File: config.mk
export PLATFORM = sky130hd
export DESIGN_NAME = ordered_list_engine_core_flat
export DESIGN_NICKNAME = d
export VERILOG_FILES = /design/src/sv/ole_pkg.sv /design/src/sv/ole_cmd_if.sv /design/src/sv/ole_rsp_if.sv /design/src/sv/ole_store.sv /design/src/sv/ordered_list_engine_core.sv /design/src/flat_wrapper.sv
export SDC_FILE = /design/constraint.sdc
export NUM_CORES = 2
export LEC_CHECK = 0
export BUFFER_PORTS_ARGS = -buffer_cell sky130_fd_sc_hd__buf_2
export CAP_MARGIN = 20
export CORE_MARGIN = 5
export CORE_UTILIZATION = 51
export DETAILED_ROUTE_END_ITERATION = 12
export PLACE_DENSITY = 0.65
export SLEW_MARGIN = 20
export SYNTH_ARGS = -nofsm -noshare
export SYNTH_HDL_FRONTEND = slang
export SYNTH_HIERARCHICAL = 1
export SYNTH_SLANG_ARGS = --single-unit
File: constraint.sdc
create_clock -name clk_i -period 6.9 [get_ports clk_i]
set_input_delay 1.38 -clock clk_i [delete_from_list [all_inputs] [get_ports clk_i]]
set_output_delay 1.38 -clock clk_i [all_outputs]
set_load 0.03 [all_outputs]
File: src/sv/ole_pkg.sv
`timescale 1ns / 1ps

package ole_pkg;

  // List geometry
  localparam int CAPACITY = 16;
  localparam int IdxW     = $clog2(CAPACITY);
  localparam int CntW     = $clog2(CAPACITY + 1);

  // Beat field widths
  localparam int CmdW     = 3;
  localparam int DataW    = 32;
  localparam int PosW     = 5;
  localparam int StatusW  = 2;
  localparam int CountW   = 5;

  // Width for position versus count compares
  localparam int CmpW     = (CntW > PosW) ? CntW : PosW;

  // Command codes
  localparam logic [CmdW-1:0] CmdPushFront = 3'd0;
  localparam logic [CmdW-1:0] CmdPushBack  = 3'd1;
  localparam logic [CmdW-1:0] CmdRead      = 3'd2;
  localparam logic [CmdW-1:0] CmdDelete    = 3'd3;
  localparam logic [CmdW-1:0] CmdClear     = 3'd4;

  // Status codes
  localparam logic [StatusW-1:0] StOk     = 2'd0;
  localparam logic [StatusW-1:0] StFull   = 2'd1;
  localparam logic [StatusW-1:0] StBadPos = 2'd2;

  typedef struct packed {
    logic [CmdW-1:0]         command;
    logic signed [DataW-1:0] value_in;
    logic [PosW-1:0]         position;
  } req_t;

  typedef struct packed {
    logic [StatusW-1:0]      status;
    logic signed [DataW-1:0] value_out;
    logic [CountW-1:0]       count;
  } rsp_t;

endpackage

File: src/sv/ole_cmd_if.sv
`timescale 1ns / 1ps

interface ole_cmd_if import ole_pkg::*; ();
  logic                    valid;
  logic                    ready;
  logic [CmdW-1:0]         command;
  logic signed [DataW-1:0] value_in;
  logic [PosW-1:0]         position;

  modport source (output valid, output command, output value_in, output position,
                  input ready);
  modport sink   (input valid, input command, input value_in, input position,
                  output ready);
endinterface

File: src/sv/ole_rsp_if.sv
`timescale 1ns / 1ps

interface ole_rsp_if import ole_pkg::*; ();
  logic                    valid;
  logic                    ready;
  logic [StatusW-1:0]      status;
  logic signed [DataW-1:0] value_out;
  logic [CountW-1:0]       count;

  modport source (output valid, output status, output value_out, output count,
                  input ready);
  modport sink   (input valid, input status, input value_out, input count,
                  output ready);
endinterface

File: src/sv/ole_store.sv
`timescale 1ns / 1ps

module ole_store import ole_pkg::*; (
  input  logic clk_i,
  input  logic rst_ni,
  input  logic en_i,
  input  req_t req_i,
  output rsp_t rsp_o
);

  logic [DataW-1:0] ent_q [CAPACITY];
  logic [DataW-1:0] ent_d [CAPACITY];
  logic [CntW-1:0]  cnt_q;
  logic [CntW-1:0]  cnt_d;
  logic [CmpW-1:0]  pos_ext;
  logic [CmpW-1:0]  cnt_ext;
  logic [IdxW-1:0]  idx;
  logic             full;
  logic             pos_bad;
  logic [StatusW-1:0] status;
  logic [DataW-1:0]   value;

  // Decode position against the current fill
  assign pos_ext = CmpW'(req_i.position);
  assign cnt_ext = CmpW'(cnt_q);
  assign idx     = IdxW'(pos_ext - CmpW'(1));
  assign full    = (cnt_q >= CntW'(CAPACITY));
  assign pos_bad = (pos_ext == '0) || (pos_ext > cnt_ext);

  // Apply one command: shift entries in parallel where the command needs it, update fill
  always_comb begin
    ent_d  = ent_q;
    cnt_d  = cnt_q;
    status = StOk;
    value  = '0;
    case (req_i.command)
      CmdPushFront: begin
        if (full) begin
          status = StFull;
        end else begin
          ent_d[0] = req_i.value_in;
          for (int i = 1; i < CAPACITY; i++) begin
            ent_d[i] = ent_q[i-1];
          end
          cnt_d = cnt_q + CntW'(1);
        end
      end
      CmdPushBack: begin
        if (full) begin
          status = StFull;
        end else begin
          ent_d[IdxW'(cnt_q)] = req_i.value_in;
          cnt_d = cnt_q + CntW'(1);
        end
      end
      CmdRead: begin
        if (pos_bad) begin
          status = StBadPos;
        end else begin
          value = ent_q[idx];
        end
      end
      CmdDelete: begin
        if (pos_bad) begin
          status = StBadPos;
        end else begin
          value = ent_q[idx];
          for (int i = 0; i < CAPACITY - 1; i++) begin
            if (IdxW'(i) >= idx) begin
              ent_d[i] = ent_q[i+1];
            end
          end
          cnt_d = cnt_q - CntW'(1);
        end
      end
      CmdClear: begin
        cnt_d = '0;
      end
      default: begin
      end
    endcase
  end

  assign rsp_o.status    = status;
  assign rsp_o.value_out = value;
  assign rsp_o.count     = CountW'(cnt_d);

  // Hold the fill count
  always_ff @(posedge clk_i or negedge rst_ni) begin
    if (!rst_ni) begin
      cnt_q <= '0;
    end else if (en_i) begin
      cnt_q <= cnt_d;
    end
  end

  // Hold the entries; no reset, only filled slots are ever read
  always_ff @(posedge clk_i) begin
    if (en_i) begin
      ent_q <= ent_d;
    end
  end

  a_cnt_bound: assert property (@(posedge clk_i) disable iff (!rst_ni)
    cnt_q <= CntW'(CAPACITY))
    else $error("fill count above capacity");

  a_full_keeps_cnt: assert property (@(posedge clk_i) disable iff (!rst_ni)
    en_i && (rsp_o.status == StFull) |=> cnt_q == $past(cnt_q))
    else $error("rejected push changed the fill count");

  a_err_zero_value: assert property (@(posedge clk_i) disable iff (!rst_ni)
    en_i && (rsp_o.status != StOk) |-> rsp_o.value_out == '0)
    else $error("error result carries a value");

  a_bad_pos_keeps_cnt: assert property (@(posedge clk_i) disable iff (!rst_ni)
    en_i && (rsp_o.status == StBadPos) |=> cnt_q == $past(cnt_q))
    else $error("bad position changed the fill count");

endmodule

File: src/sv/ordered_list_engine_core.sv
`timescale 1ns / 1ps
// Channel  Dir  Handshake     Payload
// cmd_i    in   valid/ready   command, value_in, position
// rsp_o    out  valid/ready   status, value_out, count
//
// One command beat accepted per cycle while the result side is not stalled; its
// result beat passes the input register, then the result register, before it
// is valid on rsp_o.
// The whole list shifts in parallel, so each command sees the list left by
// the previous one with no bubble.
// Reset clears the fill count and both valid flags; entries are not reset.
// A stalled result holds the result register, and the input register keeps
// accepting only while it can drain.

module ordered_list_engine_core import ole_pkg::*; (
  input  logic clk_i,
  input  logic rst_ni,
  ole_cmd_if.sink   cmd_i,
  ole_rsp_if.source rsp_o
);

  req_t in_q;
  logic in_valid_q;
  rsp_t out_q;
  logic out_valid_q;
  rsp_t exec_rsp;
  logic advance;

  // Move the held command into the result register when it can take it
  assign advance     = in_valid_q && (!out_valid_q || rsp_o.ready);
  assign cmd_i.ready = !in_valid_q || advance;

  ole_store u_store (
    .clk_i (clk_i),
    .rst_ni(rst_ni),
    .en_i  (advance),
    .req_i (in_q),
    .rsp_o (exec_rsp)
  );

  // Input register valid
  always_ff @(posedge clk_i or negedge rst_ni) begin
    if (!rst_ni) begin
      in_valid_q <= 1'b0;
    end else if (cmd_i.ready) begin
      in_valid_q <= cmd_i.valid;
    end
  end

  // Capture the command beat
  always_ff @(posedge clk_i) begin
    if (cmd_i.valid && cmd_i.ready) begin
      in_q.command  <= cmd_i.command;
      in_q.value_in <= cmd_i.value_in;
      in_q.position <= cmd_i.position;
    end
  end

  // Result register valid
  always_ff @(posedge clk_i or negedge rst_ni) begin
    if (!rst_ni) begin
      out_valid_q <= 1'b0;
    end else if (advance) begin
      out_valid_q <= 1'b1;
    end else if (rsp_o.ready) begin
      out_valid_q <= 1'b0;
    end
  end

  // Capture the result beat
  always_ff @(posedge clk_i) begin
    if (advance) begin
      out_q <= exec_rsp;
    end
  end

  assign rsp_o.valid     = out_valid_q;
  assign rsp_o.status    = out_q.status;
  assign rsp_o.value_out = out_q.value_out;
  assign rsp_o.count     = out_q.count;

  a_advance_fills: assert property (@(posedge clk_i) disable iff (!rst_ni)
    advance |=> out_valid_q)
    else $error("executed command left no result");

  a_in_holds: assert property (@(posedge clk_i) disable iff (!rst_ni)
    in_valid_q && !advance |=> in_valid_q && (in_q == $past(in_q)))
    else $error("held command lost before execution");

  a_no_exec_empty: assert property (@(posedge clk_i) disable iff (!rst_ni)
    !in_valid_q |-> !advance)
    else $error("execution without a held command");

endmodule
File: src/flat_wrapper.sv
// flat-port wrapper written by rule: the top's interface ports become plain ports
module ordered_list_engine_core_flat import ole_pkg::*;
  (clk_i, rst_ni, cmd_i_valid, cmd_i_command, cmd_i_value_in, cmd_i_position, cmd_i_ready, rsp_o_valid, rsp_o_status, rsp_o_value_out, rsp_o_count, rsp_o_ready);
  ole_cmd_if cmd_i_i ();
  ole_rsp_if rsp_o_i ();
  input  logic clk_i;
  input  logic rst_ni;
  input wire logic [$bits(cmd_i_i.valid)-1:0] cmd_i_valid;
  input wire logic [$bits(cmd_i_i.command)-1:0] cmd_i_command;
  input wire logic [$bits(cmd_i_i.value_in)-1:0] cmd_i_value_in;
  input wire logic [$bits(cmd_i_i.position)-1:0] cmd_i_position;
  output wire logic [$bits(cmd_i_i.ready)-1:0] cmd_i_ready;
  output wire logic [$bits(rsp_o_i.valid)-1:0] rsp_o_valid;
  output wire logic [$bits(rsp_o_i.status)-1:0] rsp_o_status;
  output wire logic [$bits(rsp_o_i.value_out)-1:0] rsp_o_value_out;
  output wire logic [$bits(rsp_o_i.count)-1:0] rsp_o_count;
  input wire logic [$bits(rsp_o_i.ready)-1:0] rsp_o_ready;
  assign cmd_i_i.valid = cmd_i_valid;
  assign cmd_i_i.command = cmd_i_command;
  assign cmd_i_i.value_in = cmd_i_value_in;
  assign cmd_i_i.position = cmd_i_position;
  assign cmd_i_ready = cmd_i_i.ready;
  assign rsp_o_valid = rsp_o_i.valid;
  assign rsp_o_status = rsp_o_i.status;
  assign rsp_o_value_out = rsp_o_i.value_out;
  assign rsp_o_count = rsp_o_i.count;
  assign rsp_o_i.ready = rsp_o_ready;
  ordered_list_engine_core u_core (.clk_i(clk_i), .rst_ni(rst_ni), .cmd_i(cmd_i_i), .rsp_o(rsp_o_i));
endmodule
* After elaboration in Yosys (flattened, before gate mapping)
Cells that the tools add are included.
** Operators by class
- $add $sub $neg :: 3
- Magnitude comparators :: 20
- Eq/ne operators :: 22
- Mux-type cells :: 34
- Bitwise logic cells :: 3
- Reduce and logical (&&, ||, !) cells :: 32
** Operators with widths (number)
- one-hot mux 480 bit (3 select lines) :: 1
- 2-to-1 mux 512 bit :: 2
- 2-to-1 mux 32 bit :: 18
- bitwise mux 512 bit :: 1
- 2-to-1 mux 480 bit :: 1
- binary-select mux 32 bit (select 4 bit) :: 1
- demux 32 bit (select 4 bit) :: 1
- AND reduction 6 bit :: 15
- one-hot mux 32 bit (2 select lines) :: 1
- inequality test 2 bit (second input constant) :: 18
- >= comparator 4 bit (first input constant) :: 7
- >= comparator 3 x 4 -> 1 bit (first input constant) :: 4
- >= comparator 5 bit (second input constant) :: 3
- one-hot mux 5 bit (3 select lines) :: 1
- 2-to-1 mux 5 bit :: 2
- inverter 4 -> 5 bit :: 2
- >= comparator 1 x 4 -> 1 bit (first input constant) :: 2
- >= comparator 2 x 4 -> 1 bit (first input constant) :: 2
- == test 3 x 2 -> 1 bit (second input constant) :: 2
- OR reduction 2 bit :: 3
- adder 5 x 1 -> 5 bit (second input constant) :: 1
- greater-than comparator 5 bit :: 1
- logical NOT 5 bit :: 1
- < comparator 5 x 1 -> 1 bit (second input constant) :: 1
- 15 further kinds :: 23
** Word-level totals
- Flip-flop bits (word level) :: 598
- Bits of input ports :: 44
- Output and inout port bits :: 41
- Logic and storage cells :: 139

* Longest topological paths before layout
- Word-level depth :: 8
- Depth in mapped cells :: 13
- Mapped depth without buffers :: 7

* Hierarchy
Netlist, hierarchy kept.
** By module, submodules not included
- ole_store :: instances 1, cells each 3673, area an instance 35222.5 µm², sequential area each 15499.9 µm²
- ordered_list_engine_core :: instances 1, cells each 87, area an instance 2476.1 µm², sequential area each 2422.3 µm²

* Worst setup path after synthesis
Ideal clock, no wire load.
- Path type :: in2reg
- Start :: input rsp_o_ready
- End :: register u_core/u_store/ent_q[416] (netlist name) (enable)
- Setup time :: 0.511 ns
- Data arrival time :: 6.417 ns
- Data required time :: 6.389 ns
- Setup slack :: -0.028 ns
- Stages on the path :: 5
- Path buffers :: 0
- Path through :: nand2b_1 -> and2_1 -> nor2b_1 -> nand2_1 -> o41ai_1
** On the way
- Longest elaborated chain between the ends :: 3
** RTL lines
- start: declaration :: RTL line flat_wrapper.sv:17 : input wire logic [$bits(rsp_o_i.ready)-1:0] rsp_o_ready;
- logical OR 1 bit :: RTL line ordered_list_engine_core.sv:30 : assign advance = in_valid_q && (!out_valid_q || rsp_o.ready);
- logical AND 1 bit :: RTL line ordered_list_engine_core.sv:30
- named net u_core.advance :: RTL line ordered_list_engine_core.sv:27 : logic advance;
- AND reduction 6 bit (no source line)
- end signal: assignment :: RTL line ole_store.sv:100 : ent_q <= ent_d;
- end: declaration :: RTL line ole_store.sv:11 : logic [DataW-1:0] ent_q [CAPACITY];
The timed path passes the listed nets, and every way through them passes these cells.
A chain may end at the register's enable or synchronous reset.

* Worst setup path after layout
- Start :: register u_core.u_store.cnt_q[2], in the netlist u_core/u_store/cnt_ext[2]
- End :: register u_core/u_store/ent_q[295] (netlist name) (enable)
** On the way
- Longest elaborated chain between the ends :: 4
- Elaborated cells between the ends (all ways) :: 7
- Classes of those cells :: 2 x order compare; 3 x eq/ne; 2 x reduce/logical
** RTL lines
- start: declaration :: RTL line ole_store.sv:13 : logic [CntW-1:0] cnt_q;
- start signal: assignment :: RTL line ole_store.sv:93 : cnt_q <= cnt_d;
- greater-than comparator 5 bit :: RTL line ole_store.sv:28 : assign pos_bad = (pos_ext == '0) || (pos_ext > cnt_ext);
- logical OR 1 bit :: RTL line ole_store.sv:28
- inequality test 2 bit (no source line)
- AND reduction 6 bit (no source line) *
Every way passes the cells marked *; elsewhere a longest branch is shown, timed or not.

==> impl_results.md <==
* Synth Area in Simple Gates at 10.3%
* Placed Cells at between 4k and 5k
* Maximum clock frequency at between 200 and 250 MHz
* Vias in the first global route at 27.1k
* DR WL/cell at 24.0 um
* Deepest clock path buffer count at 3
* Post-synthesis cell count at between 3k and 4k
* Critical path launch point: u_core/u_store/cnt_ext[2]
* Crit end category: register
* CTS Hold Bufs at 0
* Setup Fix Bufs, Post-CTS at 0
* Count leader, synth: edfxtp_1
* Clock Latency Late Sink at slightly above 0.6 ns
* Power, Total at 10.8 mW
* R2R Path End: u_core/u_store/ent_q[295]
* Register area share after synthesis at 47.5%
* Crit Path Max Fanout at 23
* P_int at 7.45 mW
* Post-synthesis mux area share at 21.3%
* Adder-cell share of the synthesized area at 0.465%
* GPL Wtd Cong at 0.834
* Post-Synth XOR/XNOR Area at 0.0929%
* Clk root buf: clkbuf_16
* Core area at 73100 um^2
* Tmin final at 4.69 ns
* Total grt overflow at 0
* Setup crit start kind: register
* Reg clk slew, reported paths at 0.06 ns
* Layout cells sized above 1 at 11.1%
* Worst clock skew at roughly 0.023 ns
* Worst path max stage delay at 0.89 ns
* GR Layer Usage met2 at 43.5%
* Avg Inst Size Synth at 10.0 um^2
* Fin crit share at approximately two thirds
* Iteration-0 DRC count of the detailed router at 3585
* Async set-reset flop share out of synthesis at 1.17%
* Leakage Power at roughly 16 nW
* Clk sinks at 598
* Num CTS Buffers at 71
* Multi-input logic area at 18400 um^2
* Yosys warning total at 6
* Inserted Diodes at 0
* Antenna violations before repair at 2
* Number of flops mapped to enable cells by yosys at 591
* DP Worst Slack at approximately 2.3 ns
* Worst Setup Path Type: reg -> reg
* Reg power frac at 43.0%
* FF-to-FF setup slack at 2.21 ns
* #FFs+latches synth at 598
* Antenna viol nets, final at 0
* Synth top cells by count: 591 x edfxtp_1, 514 x mux2i_1, 496 x o21ai_0
* VDD IR max at 0.000202 V
* Via count at 29.1k
* CTS H-tree depth at 3
* Routing usage on met3 at 4.31%
* Grt peak-use layer: met2
* Nets at between 3k and 4k
* Sw Ratio at 31.2%
* Residual DRC count at 0
* Crit path cell chain: inv_1 -> ha_1 -> o31ai_1 -> a31o_1 -> a21oi_1 -> a311oi_4 -> buf_4
* Critical Path AT at roughly 4.9 ns
* CTS tree: done
* Worst r2r src: u_core/u_store/cnt_ext[2]
* Pin count of the biggest net entering global routing at 224
* Max capacitance violation total at 0
* Core Rows at 99
* Main combinational cell family by area after synthesis: multiplexers
* Area share of the leading cell type in the synthesized netlist at 47.1%
* Psw at 3.37 mW
* Overall Global Routing Usage at between 20% and 30%
* Reg2Reg Depth at 7
* Logic pwr share at 22.7%
* Synth area leader: edfxtp_1
* Register area at roughly 18000 um^2
* Top cell family by delay on the critical path: compound AO/OA/AOI/OAI gates
* Final wirelength at between 100000 and 150000 um
* Slew of the pin with the lowest slew margin at between 1 and 1.5 ns
* Power Dens Cells at 266 nW/um^2
* Synth top area cells: edfxtp_1 47%, mux2i_1 14%, mux4_2 7.6%
* Met1 usage at around two fifths
* Required @ worst endpoint at between 7 and 8 ns
* Starting Density at 51.6%
* CP bufs+invs at 2
* Setup crit end: u_core/u_store/ent_q[295]
* DIE HEIGHT at 282 um
* DP Wirelength at 63000 um
* DRT Pass-1 Iters at 6
* Port Buf Inserts at 84
* Post_cts resized at 0
* Synth unique cells at 55
* Worst hold-check path type: reg -> reg
* Fin Hold WS at between 0.5 and 0.6 ns
* Post-synthesis compound-gate area fraction at between 10% and 20%
* Non-Filler Instances at 4590
* Ports at 85
* RSZ-0062 raised after global routing: no
* Total die area at 79500 um^2
* Clock power frac at 34.2%
* Layout area overhead at 8.08%
* Critical path depth in cells at 7
* Final WS setup at 2.21 ns
* Post-Syn Nets at roughly 3.8k
* First-pass GRT wire length at 168000 um
* Chip width at 282 um
* Number of fill cells at about 6.4k
* Setup TNS at 0 ns
* Slew Limit Fails at 0
* Worst rel slew slack at 19.9%
* Mapped Area at 37700 um^2
* Slowest cell on the critical path: dfrtp_1
* Final Setup Violations at 0
* Most used flip-flop cell after synthesis: edfxtp_1
* Final Hold Vio Count at 0
* Run status: complete, no violations
* Routed vias/inst at 6.35
==> worst min-delay path by stage <==
| stage | from | end | slack [ns] | cells past startpoint |
|---|---|---|---|---|
| after floorplan | u_core/in_valid_q | u_core/rsp_o.valid | 0.51 | 1 |
| after global placement | u_core/in_valid_q | u_core/rsp_o.valid | 0.54 | 1 |
| after detailed placement | u_core/in_valid_q | u_core/rsp_o.valid | 0.55 | 1 |
| after CTS | u_core/in_valid_q | u_core/rsp_o.valid | 0.56 | 1 |
| after global routing | u_core/in_valid_q | u_core/rsp_o.valid | 0.58 | 1 |
| final | u_core/in_valid_q | u_core/rsp_o.valid | 0.55 | 1 |
==> worst reg2reg max path: cells and delay by family (launching register included) <==
kind / cells / cell delay (ns)
adders and majority gates: 1 / 0.27
buffers and inverters: 2 / 0.80
AOI/OAI and AO/OA: 4 / 2.31
DFF: 1 / 0.89
==> cells by family (layout without fill, tap and decap cells) <==
| group | count (synthesis) | after routing |
|---|---|---|
| fa+ha+maj | 14 | 14 |
| compound gates | 1115 | 1115 |
| xor+xnor | 4 | 4 |
| mux | 642 | 642 |
| buf+inv | 406 | 277 |
| simple gates | 981 | 981 |
| flops | 598 | 598 |
==> metal layers <==
metal / part of all wire (%) / up-vias / routed length [um]
met4: 2.4 / 0 / 2630
met3: 7.5 / 184 / 8260
li1: - / 13500 / -
met1: 43 / 14200 / 47600
met2: 47 / 1210 / 51700
met5: 0 / - / 0
==> registers in the layout, indices dropped and copies added, names as in the netlist <==
register                count
u_core/rsp_o.valid          1
u_core/rsp_o.value_out     32
u_core/u_store/cnt_ext      5
u_core/in_valid_q           1
u_core/rsp_o.count          5
u_core/rsp_o.status         2
u_core/u_store/ent_q      512
u_core/in_q                40
==> cells in the final DEF (no fill, tap or decap), types with 7 or more instances in the layout <==
cell type	synthesis	layout
nor2_1	461	456
nor3_1	9	7
buf_2	77	84
o21ai_0	496	496
dfrtp_1	7	7
nand3b_1	8	8
o22ai_1	34	34
nand2_1	462	460
a21oi_1	462	453
a22oi_1	64	64
inv_1	10	10
clkbuf_16	0	74
ha_1	14	13
clkbuf_1	298	16
a22o_1	32	32
mux4_2	128	128
mux2i_1	514	514
a21oi_4	0	9
buf_4	0	51
clkinv_1	0	16
clkinv_2	0	10
edfxtp_1	591	591
nand3_1	12	9
==> area by class of cell <==
class	count	share of cell area (%)
Inverter	10	0.0921
Timing Repair Buffer	142	2.33
Multi-Input combinational cell	2756	45.2
Sequential cell	598	44.0
Tap cell	959	2.94
Clock inverter	35	0.795
Clock buffer	90	4.69
==> stage by stage <==
step / cell area (um^2) / util (%)
global placement: 38500 / 52.7
CTS: 40700 / 55.7
finish: 40700 / 55.8
detailed placement: 38500 / 52.7
global route: 40700 / 55.8
floorplan: 37700 / -
==> power groups by stage <==
| stage | Clock (mW) | Combinational, mW | Sequential [mW] |
|---|---|---|---|
| after global routing | 3.94 | 2.65 | 4.68 |
| after CTS | 3.77 | 2.44 | 4.65 |
| after detailed placement | 0 | 2.43 | 4.72 |
| after global placement | 0 | 2.38 | 4.72 |
| after floorplan | 0 | 1.79 | 4.61 |
| final | 3.71 | 2.46 | 4.65 |
Power figures use the tool's default switching activity.
